`config.mk`:
```
export PLATFORM = sky130hd
export DESIGN_NAME = bpfpc_check_flat
export DESIGN_NICKNAME = d
export VERILOG_FILES = /design/src/rtl/core/bpfpc_pkg.sv /design/src/rtl/core/bpfpc_channels.sv /design/src/rtl/core/bpfpc_check.sv /design/src/flat_wrapper.sv
export VERILOG_INCLUDE_DIRS = /design/src /design/src/rtl/core
export SDC_FILE = /design/constraint.sdc
export NUM_CORES = 1
export LEC_CHECK = 0
export ABC_AREA = 0
export BUFFER_PORTS_ARGS = -buffer_cell sky130_fd_sc_hd__buf_2
export CORE_UTILIZATION = 42
export CTS_BUF_LIST = sky130_fd_sc_hd__clkbuf_16
export DETAILED_ROUTE_END_ITERATION = 7
export HOLD_SLACK_MARGIN = 0.06
export PLACE_DENSITY = 0.78
export RECOVER_POWER = 50
export SYNTH_ARGS = -nofsm -noshare
export SYNTH_HDL_FRONTEND = slang
export SYNTH_SLANG_ARGS = --single-unit
```
`constraint.sdc`:
```
create_clock -name clock -period 3.9 [get_ports clock]
set_clock_uncertainty 0.15 [all_clocks]
set_input_delay 0.195 -clock clock [delete_from_list [all_inputs] [get_ports clock]]
set_output_delay 0.195 -clock clock [all_outputs]
set_load 0.02 [all_outputs]
```
`src/rtl/core/bpf_program_preflight_checker_macros.svh`:
```
// assertion macros used by the preflight checker's check module
`ifndef BPF_PROGRAM_PREFLIGHT_CHECKER_MACROS_SVH
`define BPF_PROGRAM_PREFLIGHT_CHECKER_MACROS_SVH

// property that must hold at every clock edge outside reset
`define BPFPC_ASSERT_ALWAYS(lbl, clk, rst, prop, msg) \
   lbl: assert property (@(posedge clk) disable iff (rst) (prop)) else $error(msg);

// consequence that must hold in the cycle after the antecedent
`define BPFPC_ASSERT_NEXT(lbl, clk, rst, ante, cons, msg) \
   lbl: assert property (@(posedge clk) disable iff (rst) (ante) |=> (cons)) else $error(msg);

`endif

```
`src/rtl/core/bpfpc_pkg.sv`:
```
// types and constants of the bpf program preflight checker
package bpfpc_pkg;

   localparam int MAX_WORDS        = 65536;
   localparam int PROGRAM_BYTES_W  = 20;
   localparam int WORDS_W          = PROGRAM_BYTES_W - 3;
   localparam int WORD_IDX_W       = $clog2(MAX_WORDS);
   localparam int TGT_W            = WORDS_W + 1;
   localparam int CSR_INDEX_W      = 1;
   localparam int CSR_DATA_W       = PROGRAM_BYTES_W;

   localparam logic [CSR_INDEX_W-1:0] CSR_PROGRAM_BYTES = 1'b0;
   localparam logic [CSR_INDEX_W-1:0] CSR_EXIT_OPTIONAL = 1'b1;

   localparam logic [7:0] OP_LDDW     = 8'h18;
   localparam logic [7:0] OP_CALL     = 8'h85;
   localparam logic [7:0] OP_EXIT     = 8'h95;
   localparam logic [2:0] CLASS_MASK  = 3'h7;
   localparam logic [2:0] CLASS_JMP   = 3'h5;
   localparam logic [3:0] REG_LIMIT   = 4'd11;

   typedef enum logic [2:0] {
      ST_OK       = 3'd0,
      ST_BAD_LEN  = 3'd1,
      ST_BAD_REG  = 3'd2,
      ST_BAD_JUMP = 3'd3,
      ST_BAD_CALL = 3'd4,
      ST_NO_EXIT  = 3'd5
   } status_type;

   typedef struct packed {
      logic [7:0]         opcode;
      logic [3:0]         dst_reg;
      logic [3:0]         src_reg;
      logic signed [15:0] jump_offset;
      logic [31:0]        immediate;
      logic               helper_known;
   } insn_type;

   typedef struct packed {
      logic [PROGRAM_BYTES_W-1:0] program_bytes;
      logic                       exit_optional;
   } cfg_type;

endpackage

```
`src/rtl/core/bpfpc_channels.sv`:
```


interface bpfpc_rsp_if;
   logic       valid;
   logic       ready;
   logic [2:0] status;
   logic       final_res;

   modport source (output valid, status, final_res, input ready);
   modport sink (input valid, status, final_res, output ready);
endinterface

```
`src/rtl/core/bpfpc_check.sv`:
```
// per-word checks, stream state and result register
`include "bpf_program_preflight_checker_macros.svh"

module bpfpc_check (
   input  logic                 clock,
   input  logic                 reset,
   input  bpfpc_pkg::cfg_type   cfg,
   input  logic                 insn_valid,
   input  bpfpc_pkg::insn_type  insn,
   output logic                 take,
   bpfpc_rsp_if.source          rsp
);

   logic [bpfpc_pkg::WORD_IDX_W-1:0] index_ff, index_in;
   logic                             skip_ff, skip_in;
   bpfpc_pkg::status_type            fault_ff, fault_in;
   logic                             out_valid_ff, out_valid_in;
   bpfpc_pkg::status_type            out_status_ff, out_status_in;
   logic                             out_final_ff, out_final_in;

   logic [bpfpc_pkg::WORDS_W-1:0]    words;
   logic                             len_bad;
   logic                             last;
   logic signed [bpfpc_pkg::TGT_W-1:0] idx_s, off_s, tgt;
   logic                             jump_bad;
   logic                             reg_bad;
   bpfpc_pkg::status_type            fault_new;

   assign take = insn_valid && (!out_valid_ff || rsp.ready);

   assign words   = cfg.program_bytes[bpfpc_pkg::PROGRAM_BYTES_W-1:3];
   assign len_bad = (cfg.program_bytes[2:0] != 3'd0) || (words == '0)
                    || (32'(words) > 32'(bpfpc_pkg::MAX_WORDS));
   // a shortened length makes any word at or past the end the last one
   assign last    = (bpfpc_pkg::WORDS_W'(index_ff) + bpfpc_pkg::WORDS_W'(1)) >= words;

   assign idx_s    = $signed({{(bpfpc_pkg::TGT_W - bpfpc_pkg::WORD_IDX_W){1'b0}}, index_ff});
   assign off_s    = bpfpc_pkg::TGT_W'(insn.jump_offset);
   assign tgt      = idx_s + off_s;
   assign jump_bad = (tgt < 0) || (tgt >= $signed({1'b0, words}));
   assign reg_bad  = (insn.dst_reg >= bpfpc_pkg::REG_LIMIT)
                     || (insn.src_reg >= bpfpc_pkg::REG_LIMIT);

   always_comb begin
      index_in      = index_ff;
      skip_in       = skip_ff;
      fault_in      = fault_ff;
      fault_new     = fault_ff;
      out_valid_in  = out_valid_ff;
      out_status_in = out_status_ff;
      out_final_in  = out_final_ff;
      if (rsp.ready) begin
         out_valid_in = 1'b0;
      end
      if (take) begin
         out_valid_in = 1'b1;
         if (len_bad) begin
            // stream state holds while the length is unusable
            out_status_in = bpfpc_pkg::ST_BAD_LEN;
            out_final_in  = 1'b1;
         end else begin
            if (fault_ff == bpfpc_pkg::ST_OK) begin
               if (skip_ff) begin
                  skip_in = 1'b0;
               end else if (reg_bad) begin
                  fault_new = bpfpc_pkg::ST_BAD_REG;
               end else if (insn.opcode == bpfpc_pkg::OP_LDDW) begin
                  skip_in = 1'b1;
               end else if (((insn.opcode[2:0] & bpfpc_pkg::CLASS_MASK)
                             == bpfpc_pkg::CLASS_JMP) && jump_bad) begin
                  fault_new = bpfpc_pkg::ST_BAD_JUMP;
               end else if ((insn.opcode == bpfpc_pkg::OP_CALL) && !insn.helper_known) begin
                  fault_new = bpfpc_pkg::ST_BAD_CALL;
               end
               if (last && (fault_new == bpfpc_pkg::ST_OK)
                   && (insn.opcode != bpfpc_pkg::OP_EXIT) && !cfg.exit_optional) begin
                  fault_new = bpfpc_pkg::ST_NO_EXIT;
               end
            end
            out_status_in = fault_new;
            out_final_in  = last;
            if (last) begin
               index_in = '0;
               skip_in  = 1'b0;
               fault_in = bpfpc_pkg::ST_OK;
            end else begin
               index_in = index_ff + bpfpc_pkg::WORD_IDX_W'(1);
               fault_in = fault_new;
            end
         end
      end
   end

   always_ff @(posedge clock) begin
      if (reset) begin
         index_ff     <= '0;
         skip_ff      <= 1'b0;
         fault_ff     <= bpfpc_pkg::ST_OK;
         out_valid_ff <= 1'b0;
      end else begin
         index_ff     <= index_in;
         skip_ff      <= skip_in;
         fault_ff     <= fault_in;
         out_valid_ff <= out_valid_in;
      end
      out_status_ff <= out_status_in;
      out_final_ff  <= out_final_in;
   end

   assign rsp.valid     = out_valid_ff;
   assign rsp.status    = out_status_ff;
   assign rsp.final_res = out_final_ff;

   `BPFPC_ASSERT_NEXT(a_last_restarts, clock, reset, take && !len_bad && last,
      (index_ff == '0) && !skip_ff && (fault_ff == bpfpc_pkg::ST_OK),
      "stream state not cleared after last word")
   `BPFPC_ASSERT_NEXT(a_index_counts, clock, reset, take && !len_bad && !last,
      index_ff == bpfpc_pkg::WORD_IDX_W'($past(index_ff) + 1'b1),
      "word index did not advance")
   `BPFPC_ASSERT_NEXT(a_fault_sticks, clock, reset,
      take && !len_bad && !last && (fault_ff != bpfpc_pkg::ST_OK),
      fault_ff == $past(fault_ff), "latched fault changed mid-program")
   `BPFPC_ASSERT_NEXT(a_skip_once, clock, reset,
      take && !len_bad && !last && skip_ff && (fault_ff == bpfpc_pkg::ST_OK),
      !skip_ff, "wide load skipped more than one word")
   `BPFPC_ASSERT_NEXT(a_len_holds, clock, reset, take && len_bad,
      (index_ff == $past(index_ff)) && (fault_ff == $past(fault_ff)),
      "bad length disturbed stream state")

endmodule

```
`src/flat_wrapper.sv`:
```
// flat-port wrapper written by rule: the top's interface ports become plain ports
module bpfpc_check_flat 
  (clock, reset, cfg, insn_valid, insn, take, rsp_valid, rsp_status, rsp_final_res, rsp_ready);
  bpfpc_rsp_if rsp_i ();
  input  logic clock;
  input  logic reset;
  input  bpfpc_pkg::cfg_type cfg;
  input  logic insn_valid;
  input  bpfpc_pkg::insn_type insn;
  output logic take;
  output wire logic [$bits(rsp_i.valid)-1:0] rsp_valid;
  output wire logic [$bits(rsp_i.status)-1:0] rsp_status;
  output wire logic [$bits(rsp_i.final_res)-1:0] rsp_final_res;
  input wire logic [$bits(rsp_i.ready)-1:0] rsp_ready;
  assign rsp_valid = rsp_i.valid;
  assign rsp_status = rsp_i.status;
  assign rsp_final_res = rsp_i.final_res;
  assign rsp_i.ready = rsp_ready;
  bpfpc_check u_core (.clock(clock), .reset(reset), .cfg(cfg), .insn_valid(insn_valid), .insn(insn), .take(take), .rsp(rsp_i));
endmodule
```
# [After elaboration in Yosys (flattened, before gate mapping)]
# Index checks and enable logic that the tools add are counted.
[classes] n_shift=0 mux=19 n_reduce_logical=22 add_sub_neg=3 n_mul=0 bitwise=1 n_eq_ne=4 magnitude_cmp=6 div=0
[op_table] operator="3-bit two-way mux" n=11
[op_table] operator="17-bit by 16-bit adder with 18-bit output" n=1
[op_table] operator="18-bit greater-or-equal comparator" n=1
[op_table] operator="18-bit by 1-bit < comparator with 1-bit output, second input constant" n=1
[op_table] operator="16-bit by 1-bit adder with 17-bit output, second input constant" n=1
[op_table] operator="17-bit greater-or-equal comparator" n=1
[op_table] operator="17-bit > comparator, second input constant" n=1
[op_table] operator="17-bit zero test" n=1
[op_table] operator="16-bit by 1-bit adder with 16-bit output, second input constant" n=1
[op_table] operator="16-bit two-way mux" n=1
[op_table] operator="8-bit by 5-bit == test with 1-bit output, second input constant" n=1
[op_table] operator="8-bit == test, second input constant" n=1
[op_table] operator="4-bit greater-or-equal comparator, second input constant" n=2
[op_table] operator="8-bit inequality test, second input constant" n=1
[op_table] operator="1-bit two-way mux" n=7
[op_table] operator="1-bit logical AND" n=6
[op_table] operator="3-bit zero test" n=2
[op_table] operator="1-bit logical OR" n=5
[op_table] operator="2-bit nonzero test" n=2
[op_table] operator="3-bit == test, second input constant" n=1
[op_table] operator="1-bit zero test" n=3
[op_table] operator="3-bit AND reduction" n=1
[op_table] operator="3-bit nonzero test" n=1
[op_table] operator="2-bit AND reduction" n=1
[op_table] operator="1-bit inverter" n=1
[word_totals] latch_bits=0 output_inout_bits=6 romBits=0 ram_bits=0 inputBits=90 ff_bits=25 word_cells=61 mem_count=0

# [Longest topological paths before layout]
[logic_depth] ltp_word=18 ltp_mapped=20 ltp_nobuf=20

# [Worst setup path before layout]
# Ideal clock, no wire load.
[synth_path] path_type="register to register" from="register u_core.index_ff[0] in the netlist's numbering" to="register u_core.out_status_ff[2], in the netlist u_core.rsp.status[2] (data pin)" path_slack_ps=-133 stages_incl_launch_ff=21 synth_period_minus_slack_ps=4033 path_buffers=0 t_arrival_ps=3616 setup_ps=267 t_required_ps=3483 path_cell_list="dfxtp_1 > ha_1 > fa_1 > a21o_1 > a21oi_1 > o21a_1 > o21ai_1 > a21boi_1 > o31ai_1 > a21boi_1 > o21bai_1 > xor2_1 > ha_1 > nand3_1 > nor3_1 > a221o_1 > a31oi_1 > o21ai_1 > o31ai_2 > a211oi_1 > nor2_1"
[synth_via] elab_chain_len=17 elab_cells_between_ends=20 classes_between="2 x add/sub; 3 x order compare; 9 x mux; 6 x reduce/logical"
[synth_rtl] element="from (decl)" line_no="bpfpc_check.sv:14" source="logic [bpfpc_pkg::WORD_IDX_W-1:0] index_ff, index_in;"
[synth_rtl] element="from (signal assigned)" line_no="bpfpc_check.sv:101" source="index_ff <= index_in;"
[synth_rtl] element="17-bit by 16-bit adder with 18-bit output" line_no="bpfpc_check.sv:39" source="assign tgt = idx_s + off_s;"
[synth_rtl] element="18-bit by 1-bit < comparator with 1-bit output or 18-bit greater-or-equal comparator (tied branches)" line_no="bpfpc_check.sv:40" source="assign jump_bad = (tgt < 0) || (tgt >= $signed({1'b0, words}));"
[synth_rtl] element="1-bit logical OR" line_no="bpfpc_check.sv:40"
[synth_rtl] element="1-bit logical AND" line_no="bpfpc_check.sv:70" source="== bpfpc_pkg::CLASS_JMP) && jump_bad) begin"
[synth_rtl] element="3-bit two-way mux" line_no="bpfpc_check.sv:69" source="end else if (((insn.opcode[2:0] & bpfpc_pkg::CLASS_MASK)"
[synth_rtl] element="3-bit two-way mux" line_no="bpfpc_check.sv:67" source="end else if (insn.opcode == bpfpc_pkg::OP_LDDW) begin"
[synth_rtl] element="3-bit two-way mux" line_no="bpfpc_check.sv:65" source="end else if (reg_bad) begin"
[synth_rtl] element="3-bit two-way mux" line_no="bpfpc_check.sv:63" source="if (skip_ff) begin"
[synth_rtl] element="3-bit two-way mux" line_no="bpfpc_check.sv:62" source="if (fault_ff == bpfpc_pkg::ST_OK) begin"
[synth_rtl] element="3-bit two-way mux" line_no="bpfpc_check.sv:57" source="if (len_bad) begin"
[synth_rtl] element="3-bit two-way mux" line_no="bpfpc_check.sv:55" source="if (take) begin"
[synth_rtl] element="3-bit zero test" line_no="bpfpc_check.sv:75" source="if (last && (fault_new == bpfpc_pkg::ST_OK)"
[synth_rtl] element="1-bit logical AND" line_no="bpfpc_check.sv:75"
[synth_rtl] element="1-bit logical AND (2 in a row)" line_no="bpfpc_check.sv:76" source="&& (insn.opcode != bpfpc_pkg::OP_EXIT) && !cfg.exit_optional) begin"
[synth_rtl] element="3-bit two-way mux *" line_no="bpfpc_check.sv:75"
[synth_rtl] element="3-bit two-way mux *" line_no="bpfpc_check.sv:62"
[synth_rtl] element="to (signal assigned)" line_no="bpfpc_check.sv:106" source="out_status_ff <= out_status_in;"
[synth_rtl] element="to (decl)" line_no="bpfpc_check.sv:18" source="bpfpc_pkg::status_type out_status_ff, out_status_in;"
# Mark *: on every way between the ends. The rest lies on a longest branch, timed or not. The select of a mux whose other input is x is not followed.
# A chain may end at the register's enable or synchronous reset.

# [Final worst setup path]
[layout_path] from="register u_core.index_ff[0] in the netlist's numbering" to="register u_core.fault_ff[0]"
[layout_via] elab_chain_len=18 elab_cells_between_ends=21 classes_between="2 x add/sub; 3 x order compare; 10 x mux; 6 x reduce/logical"
[layout_rtl] element="17-bit by 16-bit adder with 18-bit output" line_no="bpfpc_check.sv:39"
[layout_rtl] element="18-bit by 1-bit < comparator with 1-bit output or 18-bit greater-or-equal comparator (tied branches)" line_no="bpfpc_check.sv:40"
[layout_rtl] element="1-bit logical OR" line_no="bpfpc_check.sv:40"
[layout_rtl] element="1-bit logical AND" line_no="bpfpc_check.sv:70"
[layout_rtl] element="3-bit two-way mux" line_no="bpfpc_check.sv:69"
[layout_rtl] element="3-bit two-way mux" line_no="bpfpc_check.sv:67"
[layout_rtl] element="3-bit two-way mux" line_no="bpfpc_check.sv:65"
[layout_rtl] element="3-bit two-way mux" line_no="bpfpc_check.sv:63"
[layout_rtl] element="3-bit two-way mux" line_no="bpfpc_check.sv:62"
[layout_rtl] element="3-bit two-way mux" line_no="bpfpc_check.sv:57"
[layout_rtl] element="3-bit two-way mux" line_no="bpfpc_check.sv:55"
[layout_rtl] element="3-bit zero test" line_no="bpfpc_check.sv:75"
[layout_rtl] element="1-bit logical AND" line_no="bpfpc_check.sv:75"
[layout_rtl] element="1-bit logical AND (2 in a row)" line_no="bpfpc_check.sv:76"
[layout_rtl] element="3-bit two-way mux" line_no="bpfpc_check.sv:75"
[layout_rtl] element="3-bit two-way mux" line_no="bpfpc_check.sv:62"
[layout_rtl] element="3-bit two-way mux *" line_no="bpfpc_check.sv:82" source="if (last) begin"
[layout_rtl] element="to (signal assigned)" line_no="bpfpc_check.sv:98" source="fault_ff <= bpfpc_pkg::ST_OK;"
[layout_rtl] element="to (signal assigned)" line_no="bpfpc_check.sv:103" source="fault_ff <= fault_in;"
[layout_rtl] element="to (decl)" line_no="bpfpc_check.sv:16" source="bpfpc_pkg::status_type fault_ff, fault_in;"
# Marks and branches as above.

==> impl_metrics.toml <==
[placement]
globalplace.congestion = 0.893
dp_slack_ns = -0.299
placed_area_mm2 = 0.00365
dp_hpwl_um = 6590
portBuffers = 63

[power_and_ir_drop]
power_density_mw_per_mm2 = 173
p_leak_nw = 1.91
p_total_mw = 0.676
peakVddDrop_uv = 133

[yosys]
syn_nets = 523
ys_top_cells_by_area = "ha_1, dfxtp_1, a21oi_1"
synth.yosys.seq_area_share_pct = 18.2
synthDistinctLibCells = 56
yosys.area.top_type_share_pct = 22.0
synth-seq-cells = 25
synth_ff_type = "dfxtp_1"
yosys-top-cells-count = "ha_1, a21oi_1, nand2_1"
ys_warn_count = 0
synthArstFlopShare_pct = 0
yosysMostFrequentCell = "ha_1"
synth-edff-count = 4
yosys.area.top_type = "ha_1"
syn_area_per_cell_um2 = 7.80
syn_area_mm2 = 0.00296
synthCells = 380

[drt]
routed-via-count = 3226
drtPass1Iterations = 4
routed_via_density = 5.57
routed_wl_um = 8200
dr_wl_met3_um = 464
route.detailed.drc = 0
routed.top_layer = "met4"
detail-route-antenna-nets = 0
wl_per_cell_um = 14.2
drt_iter0_drc = 167
routed-wl-met2_um = 3920
met1Wirelength_um = 3660

[timing]
finalSetupViolations = 6
hold-worst-slack_ns = 0.0645
layout_setup_ws_ns = -0.201
tightestPinTransition_ns = 0.745
period_share_pct = 105
final_hold_viol_count = 0
fmax_ghz = 0.244
rsz0062_at_grt = "true"
slew_headroom_pct = 50.0
slew_violations = 0
layout_min_cycle_time_ns = 4.10

[status]
failed_checks = "negative setup slack"
status = "finished, violations left"

[cells_and_area]
final_cell_area_mm2 = 0.00392
area_growth_pct = 32.3
nFillCells = 591
layout-drive-gt1-share_pct = 28.0
fin_util_pct = 57.7
diodes = 0
fin_nets = 627

[critical_path]
critPathLaunchType = "register"
critPathTopFamily = "compound AO/OA/AOI/OAI gates"
critical_path_arrival_ns = 4.09
cp_slowest_cell = "fa_2"
critPathRequiredTime_ns = 3.89
max_stage_delay_ns = 0.34
critPathMaxFanout = 3
path_cells = "ha_4, fa_2, a21o_1, a21oi_2, o21a_1, o21ai_2, a21boi_2, o31ai_1, a21boi_1, o21bai_1, xor2_1, ha_1, nand3_2, nor3_2, a221o_1, a31oi_1, o21ai_2, buf_4, o32ai_4, buf_4, o41ai_1"
critical_path_class = "reg -> reg"
reg2reg_to = "u_core.fault_ff[0]"
setup.worst_path.end_class = "register"
r2r-start = "u_core.index_ff[0]"
path_buf_inv = 2
r2r_cells = 21
r2r_slack_ns = -0.20

[die]
initial_core_util_pct = 43.6
die_w_um = 86.0
core_mm2 = 0.00679
row_count = 30
die_area_mm2 = 0.00739
ios = 96
die_h_um = 86.0

[clocking]
cts_root_buf = "clkbuf_16"
clk_pin_slew_worst_paths_ns = 0.07
h-tree-depth = 1
clock_tree.buffer_depth = 2
clk-insertion-delay-late_ns = 0.26
cts_tree = "built"
clock-sinks = 25
cts_buffers = 3

[grt]
grt_usage_pct = 22.7
grt_start_max_net_pins = 22
gr-total-overflow = 0
grt_pass1_wl_um = 13500
antenna_found_initial = 0
grt_pass1_vias = 3077

[min_path]
hp-start = "rsp_ready"
min_delay_path_depth = 3
min_to = "u_core.rsp.valid"
hp-class = "in -> reg"

[job]
maxCapViolCount = 0
layer usage:
| metal | track usage, % | vias to the layer above |
|---|---|---|
| met2 | 40.8 | 129 |
| li1 | - | 1604 |
| met3 | 2.12 | 16 |
| met5 | 0 | - |
| met4 | 7.27 | 0 |
| met1 | 28.4 | 1477 |
worst max path at each step:
| stage | start | end | slack [ns] | cells after the start |
|---|---|---|---|---|
| after floorplan | u_core.index_ff[0] | u_core.rsp.status[1] | 0.01 | 20 |
| after global placement | u_core.index_ff[0] | u_core.rsp.status[1] | -0.20 | 20 |
| after detailed placement | u_core.index_ff[0] | u_core.rsp.status[1] | -0.30 | 20 |
| after CTS | u_core.index_ff[0] | u_core.fault_ff[1] | -0.17 | 21 |
| after global routing | u_core.index_ff[0] | u_core.fault_ff[0] | -0.37 | 21 |
| final | u_core.index_ff[0] | u_core.fault_ff[0] | -0.20 | 21 |
through the flow:
step | instances | TNS, ns
after global routing | 579 | -3.48
final | 579 | -1.10
after detailed placement | 564 | -1.44
after floorplan | 380 | 0
after global placement | 564 | -0.858
after CTS | 576 | -0.712
registers in the layout, summed over array words and instances, names as in the netlist:
signal and cells:
u_core.fault_ff 3, u_core.index_ff 16, u_core.rsp.final_res 1, u_core.rsp.status 3, u_core.rsp.valid 1, u_core.skip_ff 1
cell type report:
class                      instances  area, µm²  area share (%)
multi-input combinational        317       2400            61.3
sequential                        25        543            13.9
tap                               96        120            3.07
clock inverter                     1       7.51           0.192
timing repair buffer             108        662            16.9
inverter                          29        109            2.78
clock buffer                       3       75.1            1.92
power breakdown:
part	switching, mW	internal [mW]	total, mW
logic	0.0972	0.0803	0.178
clock network	0.0937	0.139	0.233
registers	0.00128	0.265	0.266
worst reg2reg max path, cell delays in order (launching register included):
cell and delay (ns):
dfxtp_2 0.33, ha_4 0.16, fa_2 0.34, a21o_1 0.19
a21oi_2 0.18, o21a_1 0.18, o21ai_2 0.08, a21boi_2 0.21
o31ai_1 0.09, a21boi_1 0.12, o21bai_1 0.08, xor2_1 0.14
ha_1 0.30, nand3_2 0.09, nor3_2 0.06, a221o_1 0.30
a31oi_1 0.18, o21ai_2 0.15, buf_4 0.19, o32ai_4 0.24
buf_4 0.16, o41ai_1 0.05
kinds of logic after synthesis:
logic type      Yosys count  share of synthesized area [%]
compound gates          106                           22.9
xor+xnor                 30                           8.87
fa+ha+maj                53                           22.6
buf+inv                  38                           4.94
flops                    25                           18.2
mux                       1                          0.338
simple gates            127                           22.0
repair_timing:
action | in CTS | in global routing
endpoints found under the hold margin | 1 | 0
setup endpoints to repair | 16 | 18
setup buffers | 7 | 3
pin swaps | 10 | 2
hold buffers | 1 | 0
resized for setup | 9 | 10
placed cells by master, fill, tap and decap left out, types with 9 or more instances in the layout:
cell      Yosys  layout
xor2_1       14      14
buf_4         0      43
a21oi_1      35      32
nand2_1      31      31
o21ai_0      13      13
xnor2_1      16      16
buf_2         3      58
nand3b_1      9       9
nor2_1       25      25
inv_1        27      27
ha_1         52      51
dfxtp_1      21      19
and3_1       11      10
Power figures use the tool's default switching activity.
